`config.mk`:
```
export PLATFORM = sky130hd
export DESIGN_NAME = pbd_back
export DESIGN_NICKNAME = d
export VERILOG_FILES = /design/src/sv/pbd_pkg.sv /design/src/sv/pbd_back.sv
export SDC_FILE = /design/constraint.sdc
export NUM_CORES = 2
export LEC_CHECK = 0
export BUFFER_PORTS_ARGS = -buffer_cell sky130_fd_sc_hd__clkbuf_2
export CORE_MARGIN = 4
export CORE_UTILIZATION = 45
export DETAILED_ROUTE_END_ITERATION = 7
export GPL_ROUTABILITY_DRIVEN = 1
export HOLD_SLACK_MARGIN = 0.05
export SETUP_SLACK_MARGIN = 0.4
export SKIP_CTS_REPAIR_TIMING = 1
export SYNTH_ARGS = -nofsm -noshare
export SYNTH_HDL_FRONTEND = slang
export SYNTH_SLANG_ARGS = --single-unit
```
`constraint.sdc`:
```
create_clock -name clk -period 128.3 [get_ports clk]
set_clock_uncertainty 0.15 [all_clocks]
set_input_delay 12.83 -clock clk [delete_from_list [all_inputs] [get_ports clk]]
set_output_delay 12.83 -clock clk [all_outputs]
set_load 0.01 [all_outputs]
```
`src/sv/pbd_pkg.sv`:
```
// ----------------------------------------------------------------------------
// pbd_pkg: shared types and constants of the point-box distance query
// Widths of the coordinate, difference, square and root paths, the register
// indexes of the configuration port and the records passed between parts.
// ----------------------------------------------------------------------------
package pbd_pkg;

    // Coordinate and arithmetic widths.
    localparam int COORD_W   = 16;
    localparam int DIFF_W    = 17;
    localparam int GAP_W     = 16;
    localparam int SQ_W      = 33;
    localparam int ROOT_W    = 17;
    localparam int REM_W     = 35;
    localparam int SDIST_W   = 18;
    localparam int CFG_IDX_W = 2;

    // Default depth of the queue between front and back.
    localparam int QUEUE_DEPTH = 4;

    // Configuration register indexes.
    localparam logic [CFG_IDX_W-1:0] REG_BOX_MIN_X = 2'd0;
    localparam logic [CFG_IDX_W-1:0] REG_BOX_MIN_Y = 2'd1;
    localparam logic [CFG_IDX_W-1:0] REG_BOX_MAX_X = 2'd2;
    localparam logic [CFG_IDX_W-1:0] REG_BOX_MAX_Y = 2'd3;

    // Reset values of the box bounds.
    localparam logic signed [COORD_W-1:0] BOX_MIN_RESET = 16'sh8000;
    localparam logic signed [COORD_W-1:0] BOX_MAX_RESET = 16'sh7fff;

    // Box bounds as held in configuration.
    typedef struct packed {
        logic signed [COORD_W-1:0] min_x;
        logic signed [COORD_W-1:0] min_y;
        logic signed [COORD_W-1:0] max_x;
        logic signed [COORD_W-1:0] max_y;
    } box_t;

    // Classified query handed from the front to the back.
    typedef struct packed {
        logic                      is_inside;
        logic signed [COORD_W-1:0] closest_x;
        logic signed [COORD_W-1:0] closest_y;
        logic signed [DIFF_W-1:0]  dx;
        logic signed [DIFF_W-1:0]  dy;
        logic [GAP_W-1:0]          gap_x;
        logic [GAP_W-1:0]          gap_y;
    } query_t;

endpackage

```
`src/sv/pbd_back.sv`:
```
// ----------------------------------------------------------------------------
// pbd_back: distance evaluation pipeline
// Squares the offsets, sums them, takes the truncated square root one bit per
// stage and selects the signed distance into the result register.
// ----------------------------------------------------------------------------
module pbd_back (
    input  logic                                clk,
    input  logic                                rst_n,
    input  logic                                in_valid,
    output logic                                in_ready,
    input  pbd_pkg::query_t                     in_data,
    output logic                                result_valid,
    input  logic                                result_ready,
    output logic                                is_inside,
    output logic signed [pbd_pkg::COORD_W-1:0]  closest_x,
    output logic signed [pbd_pkg::COORD_W-1:0]  closest_y,
    output logic [pbd_pkg::SQ_W-1:0]            dist_squared,
    output logic signed [pbd_pkg::SDIST_W-1:0]  signed_dist
);

    localparam int NSTG = pbd_pkg::ROOT_W;

    logic                                adv;
    logic [pbd_pkg::SQ_W-1:0]            dx_prod;
    logic [pbd_pkg::SQ_W-1:0]            dy_prod;

    // Square stage.
    logic                                sq_valid_reg;
    logic                                sq_inside_reg;
    logic signed [pbd_pkg::COORD_W-1:0]  sq_cx_reg;
    logic signed [pbd_pkg::COORD_W-1:0]  sq_cy_reg;
    logic [pbd_pkg::GAP_W-1:0]           sq_gap_reg;
    logic [pbd_pkg::SQ_W-1:0]            sq_dx2_reg;
    logic [pbd_pkg::SQ_W-1:0]            sq_dy2_reg;

    // Root stages: entry 0 holds the sum, entry k the state after k bits.
    logic [NSTG:0]                       rs_valid_reg;
    logic                                rs_inside_reg [NSTG+1];
    logic signed [pbd_pkg::COORD_W-1:0]  rs_cx_reg     [NSTG+1];
    logic signed [pbd_pkg::COORD_W-1:0]  rs_cy_reg     [NSTG+1];
    logic [pbd_pkg::GAP_W-1:0]           rs_gap_reg    [NSTG+1];
    logic [pbd_pkg::SQ_W-1:0]            rs_d2_reg     [NSTG+1];
    logic [pbd_pkg::REM_W-1:0]           rs_rem_reg    [NSTG+1];
    logic [pbd_pkg::ROOT_W-1:0]          rs_root_reg   [NSTG+1];

    // Result register.
    logic                                out_valid_reg;
    logic                                out_inside_reg;
    logic signed [pbd_pkg::COORD_W-1:0]  out_cx_reg;
    logic signed [pbd_pkg::COORD_W-1:0]  out_cy_reg;
    logic [pbd_pkg::SQ_W-1:0]            out_d2_reg;
    logic signed [pbd_pkg::SDIST_W-1:0]  out_sd_reg;
    logic signed [pbd_pkg::SDIST_W-1:0]  sd_sel;

    // The whole pipeline moves when the result register is free or drained.
    assign adv      = !out_valid_reg || result_ready;
    assign in_ready = adv;

    // Squares of the offsets; each magnitude stays below 2^16.
    assign dx_prod = in_data.dx * in_data.dx;
    assign dy_prod = in_data.dy * in_data.dy;

    always_ff @(posedge clk or negedge rst_n)
    begin
        if (!rst_n)
        begin
            sq_valid_reg <= 1'b0;
        end
        else if (adv)
        begin
            sq_valid_reg <= in_valid;
        end
    end

    always_ff @(posedge clk)
    begin
        if (adv)
        begin
            sq_inside_reg <= in_data.is_inside;
            sq_cx_reg     <= in_data.closest_x;
            sq_cy_reg     <= in_data.closest_y;
            sq_gap_reg    <= (in_data.gap_x < in_data.gap_y) ? in_data.gap_x
                                                              : in_data.gap_y;
            sq_dx2_reg    <= dx_prod;
            sq_dy2_reg    <= dy_prod;
        end
    end

    // Sum stage, which also seeds the root recurrence.
    always_ff @(posedge clk or negedge rst_n)
    begin
        if (!rst_n)
        begin
            rs_valid_reg[0] <= 1'b0;
        end
        else if (adv)
        begin
            rs_valid_reg[0] <= sq_valid_reg;
        end
    end

    always_ff @(posedge clk)
    begin
        if (adv)
        begin
            rs_inside_reg[0] <= sq_inside_reg;
            rs_cx_reg[0]     <= sq_cx_reg;
            rs_cy_reg[0]     <= sq_cy_reg;
            rs_gap_reg[0]    <= sq_gap_reg;
            rs_d2_reg[0]     <= sq_dx2_reg + sq_dy2_reg;
            rs_rem_reg[0]    <= pbd_pkg::REM_W'(sq_dx2_reg + sq_dy2_reg);
            rs_root_reg[0]   <= '0;
        end
    end

    // One root bit per stage, most significant first: the bit is set when the
    // remainder covers 2*root*2^i + 2^(2i).
    for (genvar k = 0; k < NSTG; k++)
    begin : g_root
        localparam int BIT = NSTG - 1 - k;

        logic [pbd_pkg::REM_W-1:0]  trial;
        logic                       take;
        logic [pbd_pkg::REM_W-1:0]  rem_new;
        logic [pbd_pkg::ROOT_W-1:0] root_new;

        always_comb
        begin
            trial    = (pbd_pkg::REM_W'(rs_root_reg[k]) << (BIT + 1))
                     | (pbd_pkg::REM_W'(1) << (2 * BIT));
            take     = rs_rem_reg[k] >= trial;
            rem_new  = take ? rs_rem_reg[k] - trial : rs_rem_reg[k];
            root_new = take ? rs_root_reg[k] | (pbd_pkg::ROOT_W'(1) << BIT)
                            : rs_root_reg[k];
        end

        always_ff @(posedge clk or negedge rst_n)
        begin
            if (!rst_n)
            begin
                rs_valid_reg[k+1] <= 1'b0;
            end
            else if (adv)
            begin
                rs_valid_reg[k+1] <= rs_valid_reg[k];
            end
        end

        always_ff @(posedge clk)
        begin
            if (adv)
            begin
                rs_inside_reg[k+1] <= rs_inside_reg[k];
                rs_cx_reg[k+1]     <= rs_cx_reg[k];
                rs_cy_reg[k+1]     <= rs_cy_reg[k];
                rs_gap_reg[k+1]    <= rs_gap_reg[k];
                rs_d2_reg[k+1]     <= rs_d2_reg[k];
                rs_rem_reg[k+1]    <= rem_new;
                rs_root_reg[k+1]   <= root_new;
            end
        end
    end

    // Inside: minus the nearest edge gap. Outside: the truncated root.
    always_comb
    begin
        if (rs_inside_reg[NSTG])
        begin
            sd_sel = -$signed({2'b00, rs_gap_reg[NSTG]});
        end
        else
        begin
            sd_sel = $signed({1'b0, rs_root_reg[NSTG]});
        end
    end

    always_ff @(posedge clk or negedge rst_n)
    begin
        if (!rst_n)
        begin
            out_valid_reg <= 1'b0;
        end
        else if (adv)
        begin
            out_valid_reg <= rs_valid_reg[NSTG];
        end
    end

    always_ff @(posedge clk)
    begin
        if (adv)
        begin
            out_inside_reg <= rs_inside_reg[NSTG];
            out_cx_reg     <= rs_cx_reg[NSTG];
            out_cy_reg     <= rs_cy_reg[NSTG];
            out_d2_reg     <= rs_d2_reg[NSTG];
            out_sd_reg     <= sd_sel;
        end
    end

    assign result_valid = out_valid_reg;
    assign is_inside    = out_inside_reg;
    assign closest_x    = out_cx_reg;
    assign closest_y    = out_cy_reg;
    assign dist_squared = out_d2_reg;
    assign signed_dist  = out_sd_reg;

    // A transfer from the queue always lands in the square stage.
    a_accept_lands: assert property (@(posedge clk) disable iff (!rst_n)
        (in_valid && in_ready) |=> sq_valid_reg)
        else $error("accepted query missing from square stage");

    // A stalled result freezes the pipeline: the square and root stage valid flags hold.
    a_stall_holds: assert property (@(posedge clk) disable iff (!rst_n)
        (result_valid && !result_ready) |=> ($stable(rs_valid_reg) && $stable(sq_valid_reg)))
        else $error("pipeline moved while result stalled");

    // A point inside the box is its own closest point.
    a_inside_zero: assert property (@(posedge clk) disable iff (!rst_n)
        (result_valid && is_inside) |-> (dist_squared == '0))
        else $error("inside point with nonzero squared distance");

    // The sign of the distance follows containment.
    a_sign_match: assert property (@(posedge clk) disable iff (!rst_n)
        result_valid |-> ((!is_inside || signed_dist[pbd_pkg::SDIST_W-1]
                           || (signed_dist == '0))
                          && (is_inside || !signed_dist[pbd_pkg::SDIST_W-1])))
        else $error("signed distance sign disagrees with containment");

endmodule
```
Word level (Yosys, flattened, before mapping)

Memories as Yosys holds them, arrays and structs flattened. A register that Yosys moved wholly into a read port is not among the register bits.
Cells that the tools add are included.
W data, S select, Z words.

Flip-flop bits (word level): 154
Bits in writable memories: 2412
Input port bits: 103
Output and inout bits: 86
Logic and storage cells: 116
Memories: 7

Memories:

| memory          | words | bits a word | read ports | clocked after memory_dff | wr ports | RTL line       | RTL |
|---|---|---|---|---|---|---|---|
| rs_rem_reg      | 18    | 35          | 17         | 0                        | 18       | pbd_back.sv:43 | `logic [pbd_pkg::REM_W-1:0] rs_rem_reg [NSTG+1];` |
| rs_d2_reg       | 18    | 33          | 18         | 1                        | 18       | pbd_back.sv:42 | `logic [pbd_pkg::SQ_W-1:0] rs_d2_reg [NSTG+1];` |
| rs_root_reg     | 18    | 17          | 18         | 0                        | 18       | pbd_back.sv:44 | `logic [pbd_pkg::ROOT_W-1:0] rs_root_reg [NSTG+1];` |
| rs_cx_reg       | 18    | 16          | 18         | 1                        | 18       | pbd_back.sv:39 | `logic signed [pbd_pkg::COORD_W-1:0] rs_cx_reg [NSTG+1];` |
| rs_cy_reg       | 18    | 16          | 18         | 1                        | 18       | pbd_back.sv:40 | `logic signed [pbd_pkg::COORD_W-1:0] rs_cy_reg [NSTG+1];` |
| rs_gap_reg      | 18    | 16          | 18         | 0                        | 18       | pbd_back.sv:41 | `logic [pbd_pkg::GAP_W-1:0] rs_gap_reg [NSTG+1];` |
| 1 more memories | --    | --          | --         | --                       | --       | --             |  |

Add/subtract/negate cells: 20
Multiply operators: 2
Magnitude comparators: 18
Multiplexer cells: 38
Reductions and logical operators: 2

Operators with widths:

| kind             | count |
|---|---|
| $mux W35         | 17 |
| $mul A17 B17 Y33 | 2 |
| $ge A35 B18 Y1   | 1 |
| $ge A35 B19 Y1   | 1 |
| $ge A35 B20 Y1   | 1 |
| $ge A35 B21 Y1   | 1 |
| $ge A35 B22 Y1   | 1 |
| $ge A35 B23 Y1   | 1 |
| $ge A35 B24 Y1   | 1 |
| $ge A35 B25 Y1   | 1 |
| $ge A35 B26 Y1   | 1 |
| $ge A35 B27 Y1   | 1 |
| $ge A35 B28 Y1   | 1 |
| $ge A35 B29 Y1   | 1 |
| $ge A35 B30 Y1   | 1 |
| $ge A35 B31 Y1   | 1 |
| $ge A35 B32 Y1   | 1 |
| $ge A35 B33 Y1   | 1 |
| $ge A35 B34 Y1   | 1 |
| $sub A35 B18 Y35 | 1 |
| $sub A35 B19 Y35 | 1 |
| $sub A35 B20 Y35 | 1 |
| $sub A35 B21 Y35 | 1 |
| $sub A35 B22 Y35 | 1 |
| 35 further kinds | 39 |

Longest topological paths before layout

Depth in word-level cells: 4
Gate-level depth with buffers: 26
Mapped depth without buffers: 24

Worst setup path before layout

OpenSTA, ideal clock, no wires.

Path kind: input to output
Start: input port result_ready
End: output port in_ready
Arrival: 53.672 ns
Data required time: 115.320 ns
Slack: 61.648 ns
Cell stages on the path: 3
Path through: nor2b_1 clkbuf_1 inv_1

Cells in the longest elaborated chain, start to end: 1

RTL lines:

| item               | RTL line       | RTL |
|---|---|---|
| start: declaration | pbd_back.sv:13 | `input logic result_ready,` |
| $logic_or A1 B1 Y1 | pbd_back.sv:56 | `assign adv = !out_valid_reg \|\| result_ready;` |
| end: declaration   | pbd_back.sv:10 | `output logic in_ready,` |

No other way between the ends.

Worst setup path in the final report

Same ends and word-level chain as after synthesis.

==> impl_metrics.py <==
metrics = {
    "outcome": {
        "outcome": "finished clean",
    },
    "worst_setup_path": {
        "crit_path_frequent_cell": "clkbuf_2",
        "cp_max_fo": 107,
        "crit_required_ns": 115.32,
        "cp-start-kind": "input pin",
        "slowest_delay_ns": 0.81,
        "critPathArrivalTime_ns": 14.59,
        "endpoint_kind": "primary output",
        "crit_chain": "clkbuf_2 -> nor2b_2 -> inv_8 -> clkbuf_2",
        "criticalPathCategory": "input pin to primary output",
        "critPathSlowestCell": "nor2b_2",
    },
    "logic_synthesis": {
        "ys.flop_type": "edfxtp_1",
        "synth_edf_count": 2115,
        "yosys_warnings": 0,
        "ys_ff_latch": 2135,
        "syn_area_mm2": 0.09754,
        "synthArstFlopShare": 0.009368,
        "yosysSeqAreaShare": 0.6562,
        "synthCells": 6396,
        "avgSynthCellArea_um2": 15.25,
        "synth.distinct_cells": 81,
        "syn-num-nets": 7412,
    },
    "drt": {
        "first_pass_iters": 5,
        "drc_errors": 0,
        "via_per_inst": 4.933,
        "wire_per_inst_um": 16.61,
        "vias": 48220,
        "antenna_left": 0,
        "postRouteWirelength_mm": 162.4,
        "drt_iter0_markers": 2645,
    },
    "timing": {
        "maxSlewViolCount": 0,
        "setup_viol": 0,
        "worst_pin_slew_ns": 1.225,
        "rsz0062_at_grt": "false",
        "layout_worst_path_cycle_share": 0.2149,
        "relSlewSlack": 0.1761,
        "final_hold_viol_count": 0,
        "min_period_ns": 27.57,
        "fmax_mhz": 36.27,
        "fin_setup_tns_ns": 0,
    },
    "global_routing": {
        "grt_pass1_vias": 50890,
        "grt-ovfl-total": 0,
        "antenna_found_initial": 5,
        "grt_max_degree": 201,
        "grt_pass1_wl_mm": 263.4,
        "grt_usage": 0.1472,
    },
    "clock_network": {
        "clockBufferDepth": 3,
        "clkTransAtPathRegs_ns": 0.06,
        "clkLatencyLatePin_ns": 0.84,
        "clock_sinks": 2135,
        "ctsHtreeMaxLevel": 4,
        "clockRootBuffer": "clkbuf_16",
        "cts_tree": "yes",
        "cts_buffers": 216,
    },
    "place": {
        "place.gp.congestion": 0.8652,
        "dpl.hpwl_mm": 114.5,
        "portBuffers": 188,
    },
    "final_layout": {
        "drive_gt1_frac": 0.09217,
        "syn2layout_area_growth_pct": 11.94,
        "num-fill-cells": 17973,
        "largest_reg_flops": 449,
        "num-nets-final": 7764,
    },
    "die": {
        "rows": 170,
        "io_pins": 189,
        "core_area_mm2": 0.2150,
        "fp.dieW_um": 473.6,
        "dieArea_mm2": 0.2243,
        "initial_core_util": 0.4536,
        "die_h_um": 473.6,
    },
    "flow_run": {
        "drv_cap": 0,
    },
    "worst_hold_path": {
        "hp-class": "flop to flop",
    },
}
synth_stat cells, drive strengths merged (4+ instances only):
master / count / share of area
nor4b: 24 / 0.0023
dfrtp: 20 / 0.0051
o21bai: 12 / 0.00092
nand2: 344 / 0.013
and4: 6 / 0.00054
edfxtp: 2115 / 0.65
buf: 11 / 0.00058
a21o: 90 / 0.0069
ha: 390 / 0.050
or4: 23 / 0.0018
a211oi: 13 / 0.0010
o31ai: 24 / 0.0018
a31oi: 14 / 0.00096
nor4: 93 / 0.0061
a21oi: 178 / 0.0091
nor2: 245 / 0.0095
a211o: 11 / 0.00099
fa: 523 / 0.11
inv: 951 / 0.037
nand4b: 7 / 0.00063
nor3b: 5 / 0.00044
o31a: 7 / 0.00063
o21ai: 176 / 0.0090
nand3: 38 / 0.0019
a2111oi: 6 / 0.00062
clkbuf: 75 / 0.0029
o2111ai: 5 / 0.00045
nor3: 103 / 0.0053
nand4: 39 / 0.0025
and3: 18 / 0.0012
mux2: 68 / 0.0079
xnor2: 208 / 0.019
o211ai: 14 / 0.0011
a21boi: 16 / 0.0012
or3: 36 / 0.0023
nor2b: 59 / 0.0038
and2: 110 / 0.0071
or2: 18 / 0.0012
o41ai: 7 / 0.00063
a31o: 9 / 0.00081
o21a: 65 / 0.0050
nand2b: 36 / 0.0023
xor2: 144 / 0.013
nand3b: 4 / 0.00031
layout make-up:
class	instances	area, um2	share of cell area
inverter	952	3581	0.03279
multi-input combinational	3223	29660	0.2716
sequential	2135	64010	0.5862
clock inverter	141	1469	0.01345
timing repair buffer	220	1219	0.01116
antenna	4	10.01	0.00009167
tap	2838	3551	0.03252
clock buffer	262	5692	0.05213
critical path, delay by kind of cell:
| family | cells | cell delay, ns |
|---|---|---|
| buffers and inverters | 3 | 0.83 |
| and+or+nand+nor | 1 | 0.81 |
layout by cell type, fill, tap and decap left out, types with 130 or more instances in the layout:
| master | Yosys | layout |
|---|---|---|
| xnor2_1 | 208 | 208 |
| clkbuf_2 | 0 | 188 |
| xor2_1 | 144 | 144 |
| edfxtp_1 | 2115 | 2115 |
| o21ai_0 | 130 | 130 |
| fa_1 | 523 | 523 |
| nor2_1 | 244 | 244 |
| inv_1 | 949 | 948 |
| nand2_1 | 344 | 344 |
| a21oi_1 | 178 | 178 |
| clkbuf_16 | 0 | 219 |
| ha_1 | 390 | 390 |
per-stage QoR:
step                      cells    util  hold WS, ns  area [um2]  setup WS [ns]
after detailed placement   9368  0.4744       0.2545      102000         100.78
final                      9775  0.5078       0.2439      109200         100.73
after global placement     9368  0.4744       0.2503      102000         100.80
after floorplan            6396       -       0.2503       97540          61.65
after CTS                  9771  0.5077       0.2391      109200         100.77
after global routing       9773  0.5078       0.2399      109200         100.58
path summary, 6_finish.rpt:
kind | startpoint | to | slack (ns) | cells after the start
min in group asynchronous | rst_n | result_valid$_DFFE_PN0P_ | 11.81 | 1
max reg2reg | result_valid$_DFFE_PN0P_ | rs_cy_reg[0][10]$_DFFE_PP_ | 122.07 | 7
max in group asynchronous | rst_n | rs_valid_reg[6]$_DFFE_PN0P_ | 115.84 | 1
min reg2reg | rs_cy_reg[3][5]$_DFFE_PP_ | rs_cy_reg[4][5]$_DFFE_PP_ | 0.24 | 0
max | result_ready | in_ready | 100.73 | 4
min | rs_cy_reg[3][5]$_DFFE_PP_ | rs_cy_reg[4][5]$_DFFE_PP_ | 0.24 | 0
routing by layer:
metal | GRT usage | share of wire | wire length (um)
met3 | 0.02580 | 0.039 | 6388
met2 | 0.2707 | 0.53 | 86320
met1 | 0.1677 | 0.39 | 63070
met4 | 0.06390 | 0.041 | 6594
met5 | 0 | 0 | 0
cells by family after synthesis:
| family | share of synthesized area |
|---|---|
| flip-flops | 0.6562 |
| AND/OR/NAND/NOR | 0.06295 |
| buffers and inverters | 0.04010 |
| adder cells (fa/ha/maj) | 0.1574 |
| AO/OA/AOI/OAI | 0.04356 |
| XOR/XNOR | 0.03161 |
| multiplexers | 0.008158 |
| other | 0.00003844 |
Power is left out: the tool's default activity adds up to more than one toggle a clock period on the data nets, which glitch-free logic cannot reach.
