==> config.mk <==
export PLATFORM = sky130hd
export DESIGN_NAME = pbd_front
export DESIGN_NICKNAME = d
export VERILOG_FILES = /design/src/sv/pbd_pkg.sv /design/src/sv/pbd_front.sv
export SDC_FILE = /design/constraint.sdc
export NUM_CORES = 1
export LEC_CHECK = 0
export BUFFER_PORTS_ARGS = -buffer_cell sky130_fd_sc_hd__buf_2
export CORE_MARGIN = 4
export CORE_UTILIZATION = 51
export CTS_CLUSTER_DIAMETER = 150
export DETAILED_ROUTE_END_ITERATION = 10
export GPL_ROUTABILITY_DRIVEN = 0
export GPL_TIMING_DRIVEN = 0
export PLACE_DENSITY_LB_ADDON = 0.15
export SETUP_SLACK_MARGIN = 0.1
export SLEW_MARGIN = 20
export SYNTH_ARGS = -nofsm -noshare
export SYNTH_HDL_FRONTEND = slang
export SYNTH_SLANG_ARGS = --single-unit
==> constraint.sdc <==
create_clock -name clk -period 4.1 [get_ports clk]
set_input_delay 0.41 -clock clk [delete_from_list [all_inputs] [get_ports clk]]
set_output_delay 0.41 -clock clk [all_outputs]
set_load 0.01 [all_outputs]
==> src/sv/pbd_pkg.sv <==
// ----------------------------------------------------------------------------
// pbd_pkg: shared types and constants of the point-box distance query
// Widths of the coordinate, difference, square and root paths, the register
// indexes of the configuration port and the records passed between parts.
// ----------------------------------------------------------------------------
package pbd_pkg;

    // Coordinate and arithmetic widths.
    localparam int COORD_W   = 16;
    localparam int DIFF_W    = 17;
    localparam int GAP_W     = 16;
    localparam int SQ_W      = 33;
    localparam int ROOT_W    = 17;
    localparam int REM_W     = 35;
    localparam int SDIST_W   = 18;
    localparam int CFG_IDX_W = 2;

    // Default depth of the queue between front and back.
    localparam int QUEUE_DEPTH = 4;

    // Configuration register indexes.
    localparam logic [CFG_IDX_W-1:0] REG_BOX_MIN_X = 2'd0;
    localparam logic [CFG_IDX_W-1:0] REG_BOX_MIN_Y = 2'd1;
    localparam logic [CFG_IDX_W-1:0] REG_BOX_MAX_X = 2'd2;
    localparam logic [CFG_IDX_W-1:0] REG_BOX_MAX_Y = 2'd3;

    // Reset values of the box bounds.
    localparam logic signed [COORD_W-1:0] BOX_MIN_RESET = 16'sh8000;
    localparam logic signed [COORD_W-1:0] BOX_MAX_RESET = 16'sh7fff;

    // Box bounds as held in configuration.
    typedef struct packed {
        logic signed [COORD_W-1:0] min_x;
        logic signed [COORD_W-1:0] min_y;
        logic signed [COORD_W-1:0] max_x;
        logic signed [COORD_W-1:0] max_y;
    } box_t;

    // Classified query handed from the front to the back.
    typedef struct packed {
        logic                      is_inside;
        logic signed [COORD_W-1:0] closest_x;
        logic signed [COORD_W-1:0] closest_y;
        logic signed [DIFF_W-1:0]  dx;
        logic signed [DIFF_W-1:0]  dy;
        logic [GAP_W-1:0]          gap_x;
        logic [GAP_W-1:0]          gap_y;
    } query_t;

endpackage

==> src/sv/pbd_front.sv <==
// ----------------------------------------------------------------------------
// pbd_front: query classification
// Accepts a point, tests it against the box, clamps it, forms the offsets to
// the closest box point and the smaller edge gap on each axis.
// ----------------------------------------------------------------------------
module pbd_front (
    input  logic                               clk,
    input  logic                               rst_n,
    input  pbd_pkg::box_t                      box,
    input  logic                               point_valid,
    output logic                               point_ready,
    input  logic signed [pbd_pkg::COORD_W-1:0] point_x,
    input  logic signed [pbd_pkg::COORD_W-1:0] point_y,
    output logic                               q_valid,
    input  logic                               q_ready,
    output pbd_pkg::query_t                    q_data
);

    logic                               below_x;
    logic                               above_x;
    logic                               below_y;
    logic                               above_y;
    logic signed [pbd_pkg::COORD_W-1:0] raise_x;
    logic signed [pbd_pkg::COORD_W-1:0] raise_y;
    logic signed [pbd_pkg::COORD_W-1:0] clamp_x;
    logic signed [pbd_pkg::COORD_W-1:0] clamp_y;
    logic [pbd_pkg::GAP_W-1:0]          lo_gap_x;
    logic [pbd_pkg::GAP_W-1:0]          hi_gap_x;
    logic [pbd_pkg::GAP_W-1:0]          lo_gap_y;
    logic [pbd_pkg::GAP_W-1:0]          hi_gap_y;
    pbd_pkg::query_t                    query;
    logic                               accept;
    logic                               front_valid_reg;
    logic                               front_valid_next;
    pbd_pkg::query_t                    front_data_reg;

    // Bound tests and clamp: raise to min first, then lower to max.
    always_comb
    begin
        below_x = point_x < box.min_x;
        above_x = point_x > box.max_x;
        below_y = point_y < box.min_y;
        above_y = point_y > box.max_y;
        raise_x = below_x ? box.min_x : point_x;
        raise_y = below_y ? box.min_y : point_y;
        clamp_x = (raise_x > box.max_x) ? box.max_x : raise_x;
        clamp_y = (raise_y > box.max_y) ? box.max_y : raise_y;
    end

    // Offsets to the closest point and edge gaps. The gaps only matter for a
    // point inside the box, where each of them fits in sixteen unsigned bits.
    always_comb
    begin
        lo_gap_x = point_x - box.min_x;
        hi_gap_x = box.max_x - point_x;
        lo_gap_y = point_y - box.min_y;
        hi_gap_y = box.max_y - point_y;

        query.is_inside = !below_x && !above_x && !below_y && !above_y;
        query.closest_x = clamp_x;
        query.closest_y = clamp_y;
        query.dx = $signed({clamp_x[pbd_pkg::COORD_W-1], clamp_x}
                 - {point_x[pbd_pkg::COORD_W-1], point_x});
        query.dy = $signed({clamp_y[pbd_pkg::COORD_W-1], clamp_y}
                 - {point_y[pbd_pkg::COORD_W-1], point_y});
        query.gap_x = (lo_gap_x < hi_gap_x) ? lo_gap_x : hi_gap_x;
        query.gap_y = (lo_gap_y < hi_gap_y) ? lo_gap_y : hi_gap_y;
    end

    // Output stage: takes a new point whenever it is empty or being drained.
    assign point_ready = !front_valid_reg || q_ready;
    assign accept      = point_valid && point_ready;

    always_comb
    begin
        if (accept)
        begin
            front_valid_next = 1'b1;
        end
        else if (q_ready)
        begin
            front_valid_next = 1'b0;
        end
        else
        begin
            front_valid_next = front_valid_reg;
        end
    end

    always_ff @(posedge clk or negedge rst_n)
    begin
        if (!rst_n)
        begin
            front_valid_reg <= 1'b0;
        end
        else
        begin
            front_valid_reg <= front_valid_next;
        end
    end

    always_ff @(posedge clk)
    begin
        if (accept)
        begin
            front_data_reg <= query;
        end
    end

    assign q_valid = front_valid_reg;
    assign q_data  = front_data_reg;

endmodule

* Yosys cells after proc, flatten, opt, wreduce, memory -nomap -nowiden *
Index checks and enable logic that the tools add are counted.

storage, ports and cells
  bits in registers = 100
  latch bits = 0
  bits in writable memories = 0
  memory bits (read-only) = 0
  input port bits = 100
  output and inout port bits = 101
  word-level logic and storage cells = 41
  memories = 0

operators by class
  add/subtract/negate cells = 6
  multiply operators = 0
  div/mod/pow operators = 0
  magnitude comparators = 8
  eq/ne operators = 0
  shifts and indexed selects = 0
  muxes and demuxes = 8
  bitwise gates (word level) = 0
  reduce and logical (&&, ||, !) cells = 11

operators by type and width
  operator           count
  $mux 16            6
  $gt 16x16->1       4
  $lt 16x16->1       4
  $sub 16x16->16     4
  $sub 16x16->17     2
  $logic_not 1->1    5
  $logic_and 1x1->1  4
  $mux 1             2
  $reduce_bool 2->1  1
  $logic_or 1x1->1   1

* Longest topological paths before layout *
Gate-level depths: netlist (run 1).

  depth after elaboration = 5
  depth in mapped cells = 33

* Least setup slack after synthesis (run 1) *
Ideal clock, no wire load.

  path kind = input port to flip-flop
  from = input port point_y[0] in the netlist's numbering
  to = register front_data_reg (netlist bit q_data[42]) (data pin)
  setup time = 258 ps
  arrival time = 6129 ps
  data required time = 3842 ps
  setup slack = -2287 ps
  stages on the path = 33
  path through = inv_1 > ha_1 > inv_1 > fa_1 > a21o_1 > a21oi_1 > nor3_2 > a221oi_2 > a21o_1 > a31oi_4 > buf_6 > mux2i_2 > ha_1 > a21o_1 > a21o_1 > a21oi_1 > nor2b_1 > o211ai_1 > a221o_1 > buf_2 > buf_2 > mux2_2 > ha_1 > inv_1 > fa_1 > a21o_1 > a21oi_1 > o21bai_1 > a21oi_1 > o21ai_0 > a21o_1 > a21oi_1 > xnor2_1

RTL lines
  element                 line              source
  start: declaration      pbd_front.sv:13   input logic signed [pbd_pkg::COORD_W-1:0] point_y,
  end signal: assignment  pbd_front.sv:106  front_data_reg <= query;
  end: declaration        pbd_front.sv:35   pbd_pkg::query_t front_data_reg;

==> impl_metrics.toml, run 1 <==
[finish]
nFillCells = 1312
layout_commonest_cell = "buf_2"
seq_area_um2 = 3000
diodes = 0
layout_common_cells = "buf_2 (195), inv_1 (130), ha_1 (124)"
multiInputGateArea_um2 = 7670
finalNonFillerCells = 1645
fin_nets = 1639
drive_gt1_share_pct = 42.0
area_growth_pct = 41.8

[run_status]
run_status = "complete, but fails checks"
violations = "negative setup slack"

[worst_hold_path]
holdCritPathClass = "in -> reg"
hold_start = "point_valid"
whs_path_depth = 2

[synthesis]
ys_warn_count = 0
async_flop_share_pct = 1.00
synthDistinctLibCells = 68
synth_cells = 1038
syn_area_um2 = 10100
seq_area_frac_synth_pct = 29.7
synth_fp_nets = 1302
synth_edf_count = 99
synth_ff_type = "edfxtp_1"
ys_ff_latch = 100
syn_area_per_cell_um2 = 9.72

[power_and_ir_drop]
combPwrFrac_pct = 59.1
cellPowerDensity_nw_per_um2 = 409
power_frac_seq_pct = 24.9
p_sw_mw = 2.15
cell_internal_pwr_mw = 3.70
ir_drop_mv = 0.264
swShare_pct = 36.7
power.total_mw = 5.85
p_leak_nw = 6.73
clkPwrFrac_pct = 16.1

[clock_network]
cts_buffers = 9
cts_tree = "built"
cts.sinks = 100
htree_levels = 3
path_clk_slew_ps = 70
worstSkewPairLatency_ps = 350
clockRootBuffer = "clkbuf_16"
clockBufferDepth = 2

[worst_setup_path]
required_ps = 4200
start_kind = "input port"
slowest_stage = "fa_2"
crit_top_cell = "a21o_1"
cp-startpoint = "point_y[0]"
reg2reg_from = "q_valid"
critPathMaxStageDelay_ps = 350
worstPathMaxFanout = 6
crit_arrival_ps = 6090
rr_worst_depth = 4
worst_setup_path_end_kind = "flip-flop"
crit_type = "in -> reg"

[sta]
rsz0062_at_grt = "true"
relSlewSlack_pct = 69.9
timing.final.ws_setup_ps = -1880
fin_setup_tns_ps = -61500
tightest_slew_ps = 451
finClkSkew_ps = 3.68
fin_hold_ws_ps = 261
finalSetupViolCount = 66
drv_slew = 0
finalHoldViolCount = 0
max_freq_ghz = 0.167
period_needed_ps = 5980
min_period_over_period_pct = 146

[route]
viasPerCell = 5.46
wire_per_inst_um = 17.6
drc_errors = 0
drtPass1Iterations = 5
drt_iter0_markers = 392
drtAntennaViolNets = 0
wl_um = 29000
vias = 8980

[global_route]
grt_usage_pct = 23.5
grt_pass1_vias = 8702
overflow = 0
grt_pass1_wl_um = 41500
antenna_found_initial = 0
grt_max_degree = 41

[floorplan]
core_um2 = 19500
dieArea_um2 = 22100
num_rows = 51
die_h_um = 149
ioPinCount = 201
start_util_pct = 51.9
die_w_um = 149

[place]
place_inst = 1505
port_buffers = 200
pre_cts_slack_ps = -2960
post-dp-hpwl_um = 20300

[flow_run]
drv_cap = 0
-- through the flow --
stage                     util, %  cell area [um2]
final                        73.5            14300
after global placement       60.2            11700
after detailed placement     60.4            11800
after floorplan                 -            10400
after CTS                    67.3            13100
after global routing         73.5            14300
-- power by group through the flow --
stage	Combinational [mW]	Clock [mW]	Sequential [mW]
floorplan	1.66	0	1.57
global placement	2.36	0	1.48
detailed placement	2.39	0	1.48
CTS	2.85	0.963	1.45
global route	3.72	1.01	1.47
finish	3.45	0.939	1.45
-- state kept, by name, summed over array words and instances, names as in the netlist --
register  count
q_data       99
q_valid       1
-- cell families (layout without fill, tap and decap cells) --
kind of cell               Yosys count  after routing  synth area share [%]
AOI/OAI and AO/OA                  259            259                  17.0
xor gates and xnor gates            77             77                  6.68
adders and majority gates          164            164                  20.8
buffers and inverters              160            502                  6.27
DFF                                100            100                  29.7
muxes                               89             89                  9.65
and+or+nand+nor                    189            189                  9.89
-- routing by layer --
layer / part of all wire (%) / track usage, % / vias up
li1: - / - / 4460
met4: 3.3 / 7.90 / 0
met1: 39 / 26.5 / 4194
met2: 53 / 44.6 / 265
met5: 0 / 0 / -
met3: 4.7 / 3.66 / 61
-- area by class of cell --
type / count / area share, %
multi-input combinational: 778 / 53.6
timing repair buffer: 326 / 15.6
tap: 265 / 2.32
clock inverter: 6 / 0.612
sequential: 100 / 21.0
buffer: 13 / 1.21
clock buffer: 10 / 1.60
inverter: 147 / 4.10
-- cell usage after synthesis (all sizes together), types with 13 or more instances --
cell,count,area (um2)
mux2i,50,534
o21bai,14,105
a21oi,66,334
nand2b,15,93.8
nand3,17,85.1
nand2,39,146
xnor2,52,455
inv,147,552
nor2b,21,131
edfxtp,99,2970
nand4,15,93.8
ha,158,1980
a21o,46,345
xor2,25,219
o21ai,55,279
mux2,39,439
nor2,37,146
nor3,13,75.1
-- path summary, 6_finish.rpt --
| check | to | slack [ps] |
|---|---|---|
| setup / recovery | q_data[42] | -1880 |
| min in group asynchronous | q_valid | 380 |
| hold / removal | q_valid | 260 |
| hold reg to reg | q_valid | 540 |
| max in group asynchronous | q_valid | 3640 |
| setup reg to reg | q_data[3] | 2340 |
-- critical path, delay by kind of cell --
family	cells	cell delay, ps
buffers and inverters	9	960
muxes	2	360
adders and majority gates	5	1320
and+or+nand+nor	2	210
AOI/OAI and AO/OA	17	2720
xor gates and xnor gates	1	80
-- repair_timing --
item / 4_1_cts / 5_1_grt
gates resized for setup: 101 / 179
cloned: 2 / 1
endpoints found under the hold margin: 1 / 0
hold buffers: 1 / 0
buffers inserted: 69 / 56
setup endpoints to repair: 98 / 98
pin swaps: 70 / 93
(Power assumes the default switching activity.)
==> inputs of run 2 (changes only) <==
SETUP_SLACK_MARGIN = 0.4   (was 0.1)
==> run 2 against run 1 <==
Against the previous run: largest power group unchanged; critical path depth is 2 lower; hold slack worse by 2.0 ps; the run still ends with negative setup slack left; clock skew is 4.0 ps higher; first-iteration DRC count is 0.26% higher; die area stayed put; critical path type unchanged; highest routed layer unchanged; non-clock buffer count is 2 higher; largest cell class unchanged.
==> impl_metrics.toml, run 2 (same netlist as run 1, synthesis figures left out) <==
[run_status]
run_status = "complete, but fails checks"
violations = "negative setup slack"

[sta]
finalSetupViolCount = 66
relSlewSlack_pct = 70.8
timing.final.ws_setup_ps = -2010
finalHoldViolCount = 0
tightest_slew_ps = 427
drv_slew = 0
period_needed_ps = 6110
max_freq_ghz = 0.164
finClkSkew_ps = 7.63
min_period_over_period_pct = 149
rsz0062_at_grt = "true"

[power_and_ir_drop]
p_sw_mw = 2.27
clkPwrFrac_pct = 15.4
cell_internal_pwr_mw = 3.76
combPwrFrac_pct = 60.5
power_frac_seq_pct = 24.1
swShare_pct = 37.7
ir_drop_mv = 0.217
cellPowerDensity_nw_per_um2 = 413
p_leak_nw = 6.88

[finish]
seq_area_um2 = 3000
largest_register_ffs = 99
finalNonFillerCells = 1648
drive_gt1_share_pct = 43.7
area_growth_pct = 44.7
nFillCells = 1251
layout_commonest_cell = "buf_2"
multiInputGateArea_um2 = 7830
layout_common_cells = "buf_2 (196), inv_1 (131), ha_1 (126)"
fin_nets = 1641

[flow_run]
drv_cap = 0

[worst_setup_path]
slowest_stage = "fa_2"
crit_type = "in -> reg"
required_ps = 4210
r2r_end = "q_data[10]"
r2r_slack_ps = 2600
reg2reg_from = "q_valid"
rr_worst_depth = 3
start_kind = "input port"
worstPathMaxFanout = 8
crit_top_cell = "a21oi_2"
critPathMaxStageDelay_ps = 360
crit_arrival_ps = 6220
worst_setup_path_end_kind = "flip-flop"

[clock_network]
cts.sinks = 100
path_clk_slew_ps = 80
cts_tree = "built"
clockBufferDepth = 2
htree_levels = 3
worstSkewPairLatency_ps = 360
clockRootBuffer = "clkbuf_16"
cts_buffers = 9

[route]
wire_per_inst_um = 17.9
drtAntennaViolNets = 0
wl_um = 29400
drtPass1Iterations = 5
drc_errors = 0
viasPerCell = 5.53
vias = 9115
drt_iter0_markers = 393

[global_route]
grt_pass1_vias = 8931
grt_pass1_wl_um = 42700
overflow = 0
antenna_found_initial = 1
grt_max_degree = 42
grt_usage_pct = 24.2

[floorplan]
start_util_pct = 51.9
core_um2 = 19500
ioPinCount = 201
die_h_um = 149
die_w_um = 149
dieArea_um2 = 22100
num_rows = 51

[place]
port_buffers = 200
pre_cts_slack_ps = -2920
post-dp-hpwl_um = 20600
place_inst = 1505

[worst_hold_path]
whs_path_depth = 2
holdPathEnd = "q_valid"
holdCritPathClass = "in -> reg"
hold_start = "point_valid"
[run 2: cell count changes in the layout (fill, tap and decap cells not counted), sizes merged]
cell    change
clkinv      -2
diode       +1
bufbuf      +1
bufinv      -1
inv         +4
buf         +2
clkbuf      -2
[run 2: layout make-up]
cell class | count | area share, %
diodes | 1 | 0.0171
plain buffers | 13 | 1.20
clock buffers | 9 | 1.54
clock inverters | 7 | 0.600
inverters | 147 | 4.03
multi-input cells | 778 | 53.6
flip-flops and latches | 100 | 20.5
well taps | 265 | 2.27
repair buffers | 328 | 16.2
[run 2: worst max-delay path by stage]
stage	cells past startpoint	slack (ps)	end	start
after CTS	34	-1790	q_data[46]	point_y[0]
after global routing	37	-2180	q_data[63]	point_x[0]
final	34	-2010	q_data[42]	point_y[0]
after floorplan	33	-1620	q_data[46]	point_y[0]
after global placement	30	-2870	q_data[63]	point_x[0]
after detailed placement	33	-2920	q_data[63]	point_x[0]
[run 2: worst max-delay path, delay by kind of cell]
family	cells	cell delay (ps)
fa+ha+maj	5	1300
buf+inv	7	690
mux	2	420
simple gates	2	150
xor+xnor	1	80
compound gates	17	3160
[run 2: power groups by stage]
stage | sequential [mW] | combinational [mW] | clock (mW)
floorplan | 1.57 | 1.74 | 0
global placement | 1.49 | 2.43 | 0
detailed placement | 1.48 | 2.48 | 0
CTS | 1.46 | 3.05 | 0.942
global route | 1.47 | 3.91 | 0.989
finish | 1.45 | 3.65 | 0.931
[run 2: stage by stage]
stage / power (mW) / util (%) / setup TNS (ps) / hold WS (ps) / area, um2
finish: 6.03 / 75.0 / -66620 / 259 / 14600
global route: 6.37 / 75.0 / -76590 / 258 / 14600
CTS: 5.45 / 69.3 / -57760 / 248 / 13500
detailed placement: 3.95 / 61.1 / -126620 / 191 / 11900
global placement: 3.92 / 60.9 / -156510 / 184 / 11900
floorplan: 3.31 / - / -43830 / 114 / 10500
[run 2: layer usage]
| layer | vias up | GRT usage [%] | part of all wire, % |
|---|---|---|---|
| met3 | 64 | 3.14 | 4.4 |
| li1 | 4463 | - | - |
| met4 | 0 | 8.91 | 3.2 |
| met1 | 4334 | 26.6 | 39 |
| met5 | - | 0 | 0 |
| met2 | 254 | 46.9 | 54 |
[run 2: timing repair]
action / CTS / global route
gates resized for setup: 154 / 140
cloned: 5 / 0
hold buffers: 1 / 0
hold endpoints to repair: 1 / 0
setup endpoints to repair: 98 / 98
pin swaps: 79 / 62
setup buffers: 65 / 55
==> inputs of run 3 (changes only) <==
clock period = 6.1 ns   (was 4.1 ns; I/O delays follow)
==> run 3 against run 2 <==
Against the previous run: the run now ends clean; critical path depth fell by 1; via count down 4.7%; utilization decreased by 7.0 points; largest power group unchanged.
==> impl_metrics.toml, run 3 (same netlist as run 1, synthesis figures left out) <==
[floorplan]
num_rows = 51
start_util_pct = 51.9
core_um2 = 19500
die_w_um = 149
die_h_um = 149
dieArea_um2 = 22100
ioPinCount = 201

[route]
drtPass1Iterations = 6
vias = 8691
wire_per_inst_um = 17.2
viasPerCell = 5.51
drt_iter0_markers = 381
drc_errors = 0
wl_um = 27100
drtAntennaViolNets = 0

[sta]
finalSetupViolCount = 0
timing.final.ws_setup_ps = 38.2
drv_slew = 0
max_freq_ghz = 0.165
relSlewSlack_pct = 37.4
finClkSkew_ps = 11.1
period_needed_ps = 6060
min_period_over_period_pct = 99.4
finalHoldViolCount = 0
rsz0062_at_grt = "true"
tightest_slew_ps = 935

[worst_setup_path]
crit_buf_inv = 6
crit_arrival_ps = 6170
worst_setup_path_end_kind = "flip-flop"
crit_family = "compound AO/OA/AOI/OAI gates"
start_kind = "input port"
slowest_stage = "fa_2"
r2r_slack_ps = 4300
critPathMaxStageDelay_ps = 340
crit_top_cell = "a21oi_2"
required_ps = 6200
worstPathMaxFanout = 7
crit_type = "in -> reg"

[clock_network]
htree_levels = 3
path_clk_slew_ps = 70
clockRootBuffer = "clkbuf_16"
clockBufferDepth = 2
cts.sinks = 100
hold_buffers = 0
cts_buffers = 9
cts_tree = "built"
worstSkewPairLatency_ps = 360

[global_route]
overflow = 0
antenna_found_initial = 0
grt_max_degree = 51
grt_pass1_wl_um = 41600
grt_usage_pct = 23.7
grt_pass1_vias = 8652

[place]
pre_cts_slack_ps = -1060
port_buffers = 200
place_inst = 1504
placed_area_um2 = 11700
post-dp-hpwl_um = 20800

[finish]
largest_register_ffs = 99
layout_common_cells = "buf_2 (198), inv_1 (138), ha_1 (133)"
diodes = 0
fin_nets = 1571
fin_area_um2 = 13200
layout_commonest_cell = "buf_2"
nFillCells = 1494
area_growth_pct = 31.1
finalNonFillerCells = 1577
drive_gt1_share_pct = 34.0

[flow_run]
drv_cap = 0

[power_and_ir_drop]
power.total_mw = 3.61
p_leak_nw = 6.23
ir_drop_mv = 0.145
cellPowerDensity_nw_per_um2 = 273

[run_status]
run_status = "finished clean"

[worst_hold_path]
holdCritPathClass = "in -> async"
## run 3: worst register-to-register path, cell delays in order, from the launching register on
cell	delay (ps)
dfrtp_1	380
nand2b_1	120
and2_4	610
buf_16	330
## run 3: path summary, 6_finish.rpt
kind	from	to	depth (start not counted)
worst max-delay path	box[42]	q_data[42]	33
worst min-delay path	rst_n	q_valid	1
worst max register to register	q_valid	q_data[49]	3
worst min register to register	q_valid	q_valid	2
max in group asynchronous	rst_n	q_valid	1
min in group clk	point_valid	q_valid	2
## run 3: where the power goes
| group | total (mW) | internal [mW] | switching, mW |
|---|---|---|---|
| registers | 0.974 | 0.947 | 0.0274 |
| logic | 1.91 | 0.902 | 1.01 |
| clock network | 0.730 | 0.445 | 0.284 |
| total | 3.61 | 2.29 | 1.32 |
## run 3: final cells by class
class	instances	area (um2)	share of cell area (%)
Buffer	13	131	0.993
Clock buffer	10	229	1.73
Clock inverter	6	136	1.03
Inverter	147	577	4.36
Multi-Input combinational cell	778	7270	54.9
Sequential cell	100	3000	22.7
Tap cell	265	332	2.51
Timing Repair Buffer	258	1570	11.8
## run 3: stage by stage
stage                     setup TNS (ps)  hold slack, ps  utilization [%]
final                                  0            25.0             68.0
after CTS                          -53.6            9.39             65.2
after global placement            -17110             385             59.8
after floorplan                        0             314                -
after detailed placement          -18690             390             60.0
after global routing                -513            5.44             68.0
## run 3: timing repair
action,4_1_cts,5_1_grt
cloned,1,0
setup buffers,40,16
gates resized for setup,65,74
endpoints found under the setup margin,29,26
pin swaps,57,47
## run 3: routing by layer
metal	global-route usage, %	up-vias	routed length (um)
met3	3.29	64	1400
met5	0	-	0
met4	9.79	0	979
met2	42.9	262	13900
met1	28.1	4035	10900
li1	-	4330	-
